**src/rtl/core/hrpi_pkg.sv**
```systemverilog
// Package for the Hall rotor phase interpolator.
// Holds the payload structs, fixed field widths, constants, controller states and
// the command and status structs. It has no dependencies.
`timescale 1ns / 1ps
`default_nettype none

package hrpi_pkg;

  localparam int unsigned NUM_SECTORS = 8;
  localparam int unsigned SECTOR_W    = 3;
  localparam int unsigned OFFSET_W    = 9;
  localparam int unsigned SPAN_W      = 9;
  localparam int unsigned ENTRY_W     = 18;
  localparam int unsigned PHASE_W     = 10;
  localparam int unsigned TICKS_W     = 8;
  localparam int unsigned HIST_W      = 4;
  localparam int unsigned DIFF_W      = 12;

  localparam logic [HIST_W-1:0]   EDGE_RISE      = 4'h3;
  localparam logic [HIST_W-1:0]   EDGE_FALL      = 4'hE;
  localparam logic [OFFSET_W-1:0] INVALID_OFFSET = 9'd255;
  localparam logic [ENTRY_W-1:0]  ENTRY_RESET    = 18'd255;
  localparam logic [PHASE_W-1:0]  PHASE_MAX      = 10'd1023;
  localparam logic [PHASE_W:0]    RISE_STEP      = 11'd5;

  localparam logic signed [DIFF_W-1:0] WRAP_LIMIT = 12'sd300;
  localparam logic signed [DIFF_W-1:0] FULL_TURN  = 12'sd360;
  localparam logic signed [DIFF_W-1:0] MAX_RISE   = 12'sd5;

  typedef struct packed {
    logic               hall_a;
    logic               hall_b;
    logic               hall_c;
    logic [TICKS_W-1:0] elapsed_ticks;
  } hall_in_t;

  typedef struct packed {
    logic [PHASE_W-1:0]  rotor_phase;
    logic [PHASE_W-1:0]  limited_phase;
    logic [SECTOR_W-1:0] active_sector;
    logic                block_mode;
  } hall_out_t;

  typedef enum logic [2:0] {
    ST_IDLE,
    ST_EVAL,
    ST_LOAD,
    ST_MUL,
    ST_DIV,
    ST_FIN
  } ctrl_state_e;

  typedef struct packed {
    logic sample;
    logic eval;
    logic load;
    logic mul;
    logic div;
    logic fin;
  } hrpi_cmd_t;

  typedef struct packed {
    logic bare;
    logic div_last;
    logic out_blocked;
  } hrpi_status_t;

endpackage

`default_nettype wire

```
**src/rtl/core/hrpi_ctrl.sv**
```systemverilog
// Controller state machine for the Hall rotor phase interpolator.
// Sequences one request through the datapath; depends on hrpi_pkg.
`timescale 1ns / 1ps
`default_nettype none

module hrpi_ctrl
  import hrpi_pkg::*;
(
  input  wire logic         clk_i,
  input  wire logic         rst_ni,
  input  wire logic         in_valid_i,
  output logic              in_stall_o,
  input  wire hrpi_status_t status_i,
  output hrpi_cmd_t         cmd_o
);

  ctrl_state_e state_q, state_d;

  always_ff @(posedge clk_i or negedge rst_ni) begin
    if (!rst_ni) begin
      state_q <= ST_IDLE;
    end else begin
      state_q <= state_d;
    end
  end

  always_comb begin
    state_d    = state_q;
    cmd_o      = '0;
    in_stall_o = 1'b1;
    case (state_q)
      ST_IDLE: begin
        in_stall_o = 1'b0;
        if (in_valid_i) begin
          cmd_o.sample = 1'b1;
          state_d      = ST_EVAL;
        end
      end
      ST_EVAL: begin
        cmd_o.eval = 1'b1;
        state_d    = ST_LOAD;
      end
      ST_LOAD: begin
        cmd_o.load = 1'b1;
        state_d    = ST_MUL;
      end
      ST_MUL: begin
        if (status_i.bare) begin
          state_d = ST_FIN;
        end else begin
          cmd_o.mul = 1'b1;
          state_d   = ST_DIV;
        end
      end
      ST_DIV: begin
        cmd_o.div = 1'b1;
        if (status_i.div_last) begin
          state_d = ST_FIN;
        end
      end
      ST_FIN: begin
        if (!status_i.out_blocked) begin
          cmd_o.fin = 1'b1;
          state_d   = ST_IDLE;
        end
      end
      default: begin
        state_d = ST_IDLE;
      end
    endcase
  end

  assert property (@(posedge clk_i) disable iff (!rst_ni)
    (state_q == ST_DIV && status_i.div_last) |=> state_q == ST_FIN)
    else $error("divider did not hand over to the finish step");

  assert property (@(posedge clk_i) disable iff (!rst_ni)
    (cmd_o.fin || cmd_o.div) |-> !cmd_o.sample)
    else $error("new request taken while one is in flight");

  assert property (@(posedge clk_i) disable iff (!rst_ni)
    !in_stall_o |-> state_q == ST_IDLE)
    else $error("input open while a request is in flight");

endmodule

`default_nettype wire

```
**src/rtl/core/hrpi_datapath.sv**
```systemverilog
// Datapath for the Hall rotor phase interpolator: edge detection, sector table,
// timer, duration store, serial divider, rate limiter and output register.
// Depends on hrpi_pkg and is driven by hrpi_ctrl.
`timescale 1ns / 1ps
`default_nettype none

module hrpi_datapath
  import hrpi_pkg::*;
#(
  parameter int unsigned TIMER_BITS = 16
) (
  input  wire logic                  clk_i,
  input  wire logic                  rst_ni,
  input  wire hrpi_cmd_t             cmd_i,
  output hrpi_status_t               status_o,
  input  wire hall_in_t              in_data_i,
  input  wire logic                  cfg_we_i,
  input  wire logic [SECTOR_W-1:0]   cfg_index_i,
  input  wire logic [ENTRY_W-1:0]    cfg_data_i,
  output logic                       out_valid_o,
  input  wire logic                  out_stall_i,
  output hall_out_t                  out_data_o
);

  localparam int unsigned PROD_W = TIMER_BITS + SPAN_W;
  localparam int unsigned CNT_W  = $clog2(PROD_W);

  logic [ENTRY_W-1:0]    entry_q [NUM_SECTORS];
  logic [TIMER_BITS-1:0] dur_q [NUM_SECTORS];
  logic [HIST_W-1:0]     hist_a_q, hist_b_q, hist_c_q;
  logic                  lock_a_q, lock_b_q, lock_c_q;
  logic [SECTOR_W-1:0]   now_sec_q, before_q, src_q;
  logic [TIMER_BITS-1:0] timer_q, now_t_q;
  logic                  wrapped_q, block_q;
  logic [PHASE_W-1:0]    last_q;
  logic [OFFSET_W-1:0]   offset_q;
  logic [SPAN_W-1:0]     span_q;
  logic [TIMER_BITS-1:0] div_q;
  logic                  bare_q;
  logic [PROD_W-1:0]     quo_q;
  logic [TIMER_BITS-1:0] rem_q;
  logic [CNT_W-1:0]      cnt_q;
  logic                  out_valid_q;
  hall_out_t             out_data_q;

  logic [HIST_W-1:0]     ha_d, hb_d, hc_d;
  logic                  la_d, lb_d, lc_d, edge_seen;
  logic [TIMER_BITS:0]   tsum;
  logic [SECTOR_W-1:0]   rd_sec;
  logic [SECTOR_W-1:0]   dur_sec;
  logic [ENTRY_W-1:0]    entry_rd;
  logic [TIMER_BITS-1:0] dur_rd;
  logic                  sec_valid;
  logic [TIMER_BITS:0]   trial;
  logic                  trial_ge;
  logic [SPAN_W-1:0]     q_clamped;
  logic [PHASE_W-1:0]    phase;
  logic signed [DIFF_W-1:0] diff_raw, diff;
  logic [PHASE_W:0]      rise_sum;
  logic [PHASE_W-1:0]    limited;

  always_comb begin
    ha_d = {hist_a_q[HIST_W-2:0], in_data_i.hall_a};
    hb_d = {hist_b_q[HIST_W-2:0], in_data_i.hall_b};
    hc_d = {hist_c_q[HIST_W-2:0], in_data_i.hall_c};
    la_d = lock_a_q;
    lb_d = lock_b_q;
    lc_d = lock_c_q;
    edge_seen = 1'b0;
    if ((ha_d == EDGE_RISE || ha_d == EDGE_FALL) && !la_d) begin
      la_d = 1'b1; lb_d = 1'b0; lc_d = 1'b0; edge_seen = 1'b1;
    end
    if ((hb_d == EDGE_RISE || hb_d == EDGE_FALL) && !lb_d) begin
      la_d = 1'b0; lb_d = 1'b1; lc_d = 1'b0; edge_seen = 1'b1;
    end
    if ((hc_d == EDGE_RISE || hc_d == EDGE_FALL) && !lc_d) begin
      la_d = 1'b0; lb_d = 1'b0; lc_d = 1'b1; edge_seen = 1'b1;
    end
  end

  assign tsum      = {1'b0, timer_q} + (TIMER_BITS+1)'(in_data_i.elapsed_ticks);
  assign rd_sec    = cmd_i.eval ? now_sec_q : src_q;
  assign dur_sec   = cmd_i.eval ? before_q : src_q;
  assign entry_rd  = entry_q[rd_sec];
  assign dur_rd    = dur_q[dur_sec];
  assign sec_valid = entry_rd[OFFSET_W-1:0] != INVALID_OFFSET;

  assign trial    = {rem_q, quo_q[PROD_W-1]};
  assign trial_ge = trial >= {1'b0, div_q};

  always_comb begin
    if (quo_q > PROD_W'(span_q)) begin
      q_clamped = span_q;
    end else begin
      q_clamped = quo_q[SPAN_W-1:0];
    end
    if (bare_q) begin
      phase = PHASE_W'(offset_q);
    end else begin
      phase = PHASE_W'(offset_q) + PHASE_W'(q_clamped);
    end
    diff_raw = $signed({2'b00, phase}) - $signed({2'b00, last_q});
    if (diff_raw < -WRAP_LIMIT) begin
      diff = diff_raw + FULL_TURN;
    end else if (diff_raw > WRAP_LIMIT) begin
      diff = diff_raw - FULL_TURN;
    end else begin
      diff = diff_raw;
    end
    rise_sum = {1'b0, last_q} + RISE_STEP;
    if (diff > MAX_RISE) begin
      limited = rise_sum[PHASE_W] ? PHASE_MAX : rise_sum[PHASE_W-1:0];
    end else begin
      limited = phase;
    end
  end

  always_ff @(posedge clk_i or negedge rst_ni) begin
    if (!rst_ni) begin
      for (int i = 0; i < NUM_SECTORS; i++) begin
        entry_q[i] <= ENTRY_RESET;
        dur_q[i]   <= '0;
      end
      hist_a_q    <= '0;
      hist_b_q    <= '0;
      hist_c_q    <= '0;
      lock_a_q    <= 1'b0;
      lock_b_q    <= 1'b0;
      lock_c_q    <= 1'b0;
      now_sec_q   <= '0;
      before_q    <= '0;
      src_q       <= '0;
      timer_q     <= '0;
      now_t_q     <= '0;
      wrapped_q   <= 1'b0;
      block_q     <= 1'b1;
      last_q      <= '0;
      bare_q      <= 1'b1;
      cnt_q       <= '0;
      out_valid_q <= 1'b0;
    end else begin
      if (cfg_we_i) begin
        entry_q[cfg_index_i] <= cfg_data_i;
      end
      if (cmd_i.sample) begin
        hist_a_q  <= ha_d;
        hist_b_q  <= hb_d;
        hist_c_q  <= hc_d;
        lock_a_q  <= la_d;
        lock_b_q  <= lb_d;
        lock_c_q  <= lc_d;
        if (edge_seen) begin
          now_sec_q <= {in_data_i.hall_c, in_data_i.hall_b, in_data_i.hall_a};
        end
        if (tsum[TIMER_BITS]) begin
          wrapped_q <= 1'b1;
        end
        timer_q <= tsum[TIMER_BITS-1:0];
        now_t_q <= tsum[TIMER_BITS-1:0];
      end
      if (cmd_i.eval) begin
        if (sec_valid) begin
          src_q    <= now_sec_q;
          before_q <= now_sec_q;
          if (now_sec_q != before_q) begin
            timer_q <= '0;
            if (wrapped_q) begin
              wrapped_q <= 1'b0;
              block_q   <= 1'b1;
            end else if (now_t_q >= (dur_rd >> 1)) begin
              dur_q[before_q] <= now_t_q;
              block_q         <= 1'b0;
            end
          end
        end else begin
          src_q <= before_q;
        end
      end
      if (cmd_i.load) begin
        bare_q <= block_q || (dur_rd == '0);
      end
      if (cmd_i.mul) begin
        cnt_q <= '0;
      end else if (cmd_i.div) begin
        cnt_q <= cnt_q + 1'b1;
      end
      if (cmd_i.fin) begin
        out_valid_q <= 1'b1;
        last_q      <= phase;
      end else if (out_valid_q && !out_stall_i) begin
        out_valid_q <= 1'b0;
      end
    end
  end

  always_ff @(posedge clk_i) begin
    if (cmd_i.load) begin
      offset_q <= entry_rd[OFFSET_W-1:0];
      span_q   <= entry_rd[ENTRY_W-1:OFFSET_W];
      div_q    <= dur_rd;
    end
    if (cmd_i.mul) begin
      quo_q <= PROD_W'(now_t_q) * PROD_W'(span_q);
      rem_q <= '0;
    end else if (cmd_i.div) begin
      quo_q <= {quo_q[PROD_W-2:0], trial_ge};
      if (trial_ge) begin
        rem_q <= TIMER_BITS'(trial - {1'b0, div_q});
      end else begin
        rem_q <= trial[TIMER_BITS-1:0];
      end
    end
    if (cmd_i.fin) begin
      out_data_q.rotor_phase   <= phase;
      out_data_q.limited_phase <= limited;
      out_data_q.active_sector <= now_sec_q;
      out_data_q.block_mode    <= bare_q;
    end
  end

  assign status_o.bare        = bare_q;
  assign status_o.div_last    = cnt_q == CNT_W'(PROD_W - 1);
  assign status_o.out_blocked = out_valid_q && out_stall_i;
  assign out_valid_o          = out_valid_q;
  assign out_data_o           = out_data_q;

  assert property (@(posedge clk_i) disable iff (!rst_ni)
    cmd_i.fin |=> out_valid_q && out_data_q.rotor_phase == last_q)
    else $error("result register and phase history disagree");

  assert property (@(posedge clk_i) disable iff (!rst_ni)
    cmd_i.div |-> div_q != '0)
    else $error("division started with a zero sector time");

  assert property (@(posedge clk_i) disable iff (!rst_ni)
    cmd_i.fin |-> !(out_valid_q && out_stall_i))
    else $error("pending result overwritten");

endmodule

`default_nettype wire

```
**src/rtl/core/hall_rotor_phase_interpolator_unit.sv**
```systemverilog
// Top level: an interpolating request runs through sample, evaluate, load, multiply,
// TIMER_BITS + 9 divider steps (one per quotient bit) and finish; when the phase is the
// bare sector offset, the multiply and divider steps are skipped. One request is in flight
// at a time, so a new request is taken only once the last one has finished; a result still waiting on
// a stalled receiver holds the finish step. Depends on hrpi_ctrl and hrpi_datapath.
// Reset: control and timing state clear, sector entries return to 255 and block mode is set.
`timescale 1ns / 1ps
`default_nettype none

module hall_rotor_phase_interpolator_unit
  import hrpi_pkg::*;
#(
  parameter int unsigned TIMER_BITS = 16
) (
  input  wire logic                clk_i,
  input  wire logic                rst_ni,
  input  wire logic                in_valid_i,
  output logic                     in_stall_o,
  input  wire hall_in_t            in_data_i,
  output logic                     out_valid_o,
  input  wire logic                out_stall_i,
  output hall_out_t                out_data_o,
  input  wire logic                cfg_we_i,
  input  wire logic [SECTOR_W-1:0] cfg_index_i,
  input  wire logic [ENTRY_W-1:0]  cfg_data_i
);

  hrpi_cmd_t    cmd;
  hrpi_status_t status;

  hrpi_ctrl u_ctrl (
    .clk_i      (clk_i),
    .rst_ni     (rst_ni),
    .in_valid_i (in_valid_i),
    .in_stall_o (in_stall_o),
    .status_i   (status),
    .cmd_o      (cmd)
  );

  hrpi_datapath #(
    .TIMER_BITS (TIMER_BITS)
  ) u_datapath (
    .clk_i       (clk_i),
    .rst_ni      (rst_ni),
    .cmd_i       (cmd),
    .status_o    (status),
    .in_data_i   (in_data_i),
    .cfg_we_i    (cfg_we_i),
    .cfg_index_i (cfg_index_i),
    .cfg_data_i  (cfg_data_i),
    .out_valid_o (out_valid_o),
    .out_stall_i (out_stall_i),
    .out_data_o  (out_data_o)
  );

endmodule

`default_nettype wire
```
**config.mk**
```make
export PLATFORM = sky130hd
export DESIGN_NAME = hall_rotor_phase_interpolator_unit
export DESIGN_NICKNAME = d
export VERILOG_FILES = /design/src/rtl/core/hrpi_pkg.sv /design/src/rtl/core/hrpi_ctrl.sv /design/src/rtl/core/hrpi_datapath.sv /design/src/rtl/core/hall_rotor_phase_interpolator_unit.sv
export SDC_FILE = /design/constraint.sdc
export NUM_CORES = 1
export LEC_CHECK = 0
export BUFFER_PORTS_ARGS = -buffer_cell sky130_fd_sc_hd__buf_2
export CAP_MARGIN = 20
export CORE_MARGIN = 2
export CORE_UTILIZATION = 45
export CTS_CLUSTER_DIAMETER = 30
export CTS_CLUSTER_SIZE = 16
export DETAILED_ROUTE_END_ITERATION = 8
export MAX_ROUTING_LAYER = met4
export PLACE_DENSITY = 0.65
export SLEW_MARGIN = 20
export SYNTH_ARGS = -nofsm -noshare
export SYNTH_HDL_FRONTEND = slang
export SYNTH_SLANG_ARGS = --single-unit
```
**constraint.sdc**
```tcl
create_clock -name clk_i -period 14.1 [get_ports clk_i]
set_clock_uncertainty 0.2 [all_clocks]
set_input_delay 2.82 -clock clk_i [delete_from_list [all_inputs] [get_ports clk_i]]
set_output_delay 2.82 -clock clk_i [all_outputs]
set_load 0.03 [all_outputs]
```
==> metrics.txt <==
Post-Synth XOR/XNOR Area 2.40%; # DRC 0; largest family of logic cells by synthesized area multiplexers; Post-synth EDFFs 83; critical path endpoint category register; slowest stage cell, crit path edfxtp_1; Tmin final 8.77 ns; CP peak stage delay 0.74 ns; Synth Flop Type dfrtp_1; most common cell type on the critical path a21oi_1; worst slew pin tran 1.10 ns; grt total ovfl 0; Horiz. Die Dim 246 microns; CP max FO 17; R2R cell count 36; top-area cell type share of the netlist area 26.5%; GP Congestion 0.878; Slew HR 26.7%; Post-synth ARST share 77.7%; yosys warns 0; met2 WL 30300 microns; area share of and/or/nand/nor cells after synthesis 10.2%; CP Data Arrival Time 8.95 ns; Fin. Hold Viols 0; final instance area 31000 sq um; Max Cap Violations 0; Final Max Tran Viols 0; Hold Path End u_datapath.rem_q[15]$_SDFFE_PP0P_; synthesized cell area 26200 sq um; nets@finish 2654; CTS Hold Bufs 0; worst hold path depth 1; net count after synthesis 2580; Area Growth Syn to Fin 18.0%; clock share of power 27.5%; most instantiated cells after synthesis 301 x mux2_2, 278 x dfrtp_1, 275 x nand2_1; num rows 88; CTS resizes 0; Vias/cell 5.56; Gate power share 48.7%; RSZ-0062 raised after global routing false; WS Path Type reg2reg; hold slack 0.270 ns; syn_area_per_cell 11.3 sq um; clock slew at reported path FFs 0.05 ns; Setup TNS 0 ns; clk buf depth 3; r2r setup slk 5.33 ns; wire length per cell 19.2 microns; vias in the first global route 19.3k; synth unique cells 72; Power Total 8720 uW; dominant cells by area after synthesis dfrtp_1 27%, mux2_2 13%, edfxtp_1 9.5%; Net Sw Power 3490 uW; sequential share of power 23.8%; Area after DPL 27400 sq um; die height 246 microns; Initial Utilization 45.5%; Hold Crit Start u_datapath.rem_q[15]$_SDFFE_PP0P_; Final Worst Setup Slack 5.33 ns; Fmax 0.114 GHz; sw frac 40.1%; Seq/Total Area, Yosys 43.8%; Period Utilization, post-route 62.2%; Internal 5230 uW; Total Wirelength 62300 microns; Setup-failing EPs final 0; postcts setup bufs 0; Setup crit start kind register; Clk Latency, worst-skew pair 0.65 ns; I/O pin count 63; Detailed Routing Iterations Pass 1 7; GR Util All Layers 22.0%; worst reg2reg path startpoint u_datapath.span_q[1]$_DFFE_PP_; max layer used met4; Post-Synth Adder-Cell Area 13.6%; Clock H-tree levels 3; Peak VDD IR 0.236 mV; layout cell share with drive strength beyond 1 28.6%; IO Port Bufs 62; Synth Instances 2320; cell accounting for the most synthesized area dfrtp_1; Place WS 5.44 ns; Placeable Area 57700 sq um; HP Class reg2reg; antenna-violating nets left 0; hpwl dp 41400 microns; Clock Sinks 443; WL met3 3110 microns; pin count of the biggest net entering global routing 126; CP required 14.28 ns; CTS tree done; Pwr Density 282 nW/um^2; run status finished, final reports clean; Die ar. 60300 sq um; wl on met1 27500 microns; P_leak 0.0143 uW; clk root buf clkbuf_16; Filler cells 4869; Synth Register Bits 443; first-pass GRT wire length 102000 microns; mux cell area share after synthesis 17.2%; most common cell in the synthesized netlist mux2_2; vias 18.1k; Worst R2R End u_datapath.out_data_o[8]$_DFFE_PP_; Compound-Gate Fraction of Synth Area 8.41%; DR iter-0 viols 1048; initial antenna violation count 4; TritonCTS Buffers 99
==> critical path, delay by kind of cell, from the launching register on <==
kind | cells | cell delay [ns]
AOI/OAI and AO/OA | 18 | 3.47
xor gates and xnor gates | 1 | 0.16
adders and majority gates | 3 | 0.86
buffers and inverters | 4 | 0.57
DFF | 1 | 0.74
muxes | 2 | 0.69
and+or+nand+nor | 8 | 1.85
==> power groups by stage <==
stage          Combinational, uW  Sequential (uW)  Clock [uW]
2_1_floorplan               3370             1910           0
3_3_place_gp                4130             2060           0
3_5_place_dp                4210             2090           0
4_1_cts                     4250             2070        2440
5_1_grt                     4810             2120        2510
6_report                    4250             2070        2400
==> per-layer routing <==
metal	vias up	GRT usage, %
met2	447	36.0
met1	9200	27.7
met5	-	-
met3	129	4.09
met4	0	7.04
li1	8286	-
==> kinds of logic (layout without fill, tap and decap cells) <==
kind of cell	count (synthesis)	after routing
buffers and inverters	303	464
and+or+nand+nor	573	573
muxes	367	367
adders and majority gates	223	223
DFF	443	443
AOI/OAI and AO/OA	339	339
xor gates and xnor gates	72	72
other	0	4
==> registers in the layout, indices dropped and copies added, names as in the netlist, 3 cells and up <==
signal / flops
u_ctrl.state_q: 3
u_datapath.before_q: 3
u_datapath.cnt_q: 5
u_datapath.div_q: 16
u_datapath.dur_q: 128
u_datapath.entry_q: 144
u_datapath.hist_a_q: 3
u_datapath.hist_b_q: 3
u_datapath.hist_c_q: 3
u_datapath.last_q: 10
u_datapath.now_sec_q: 3
u_datapath.now_t_q: 16
u_datapath.offset_q: 9
u_datapath.out_data_o: 24
u_datapath.quo_q: 25
u_datapath.rem_q: 16
u_datapath.span_q: 9
u_datapath.timer_q: 16
==> per-stage QoR <==
step | util, % | instances
2_1_floorplan | - | 2320
5_1_grt | 53.7 | 3250
3_5_place_dp | 47.5 | 3057
6_report | 53.7 | 3250
4_1_cts | 53.6 | 3245
3_3_place_gp | 47.5 | 3057
==> layout by cell type (no fill, tap or decap), drive strengths merged, types with 11 or more instances in the layout <==
master and n:
mux2 301, nand2 282, dfrtp 278, inv 189, ha 120, clkbuf 117
fa 103, o21ai 96, buf 92, nor2 85, edfxtp 83, a21oi 76
dfstp 66, and2 48, xnor2 47, a22oi 38, clkinv 37, mux4 36
mux2i 30, xor2 25, a21o 24, nor3 24, and3 22, nand4 21
nor2b 18, a221oi 17, a22o 16, bufinv 16, dfxtp 16, nand3 14
clkinvlp 13, nor4 11, nand2b 11
==> how the worst max path moves through the flow <==
| stage | start | to | slack (ns) | cells past startpoint |
|---|---|---|---|---|
| after global routing | u_datapath.span_q[1]$_DFFE_PP_ | u_datapath.out_data_o[8]$_DFFE_PP_ | 4.60 | 36 |
| after CTS | u_datapath.span_q[1]$_DFFE_PP_ | u_datapath.out_data_o[8]$_DFFE_PP_ | 5.43 | 36 |
| after floorplan | u_datapath.span_q[1]$_DFFE_PP_ | u_datapath.out_data_o[8]$_DFFE_PP_ | 6.65 | 35 |
| after global placement | u_datapath.span_q[1]$_DFFE_PP_ | u_datapath.out_data_o[8]$_DFFE_PP_ | 5.74 | 36 |
| after detailed placement | u_datapath.span_q[1]$_DFFE_PP_ | u_datapath.out_data_o[8]$_DFFE_PP_ | 5.44 | 36 |
| final | u_datapath.span_q[1]$_DFFE_PP_ | u_datapath.out_data_o[8]$_DFFE_PP_ | 5.33 | 36 |
==> area by class of cell <==
type	count	area (sq um)	area share, %
multi-input combinational	1574	13700	44.2
antenna	4	10.0	0.0323
clock inverter	71	883	2.85
tap	765	957	3.09
inverter	184	691	2.23
clock buffer	117	2660	8.57
timing repair buffer	92	569	1.84
sequential	443	11500	37.1
No activity file was read; power rests on OpenSTA's default activity.
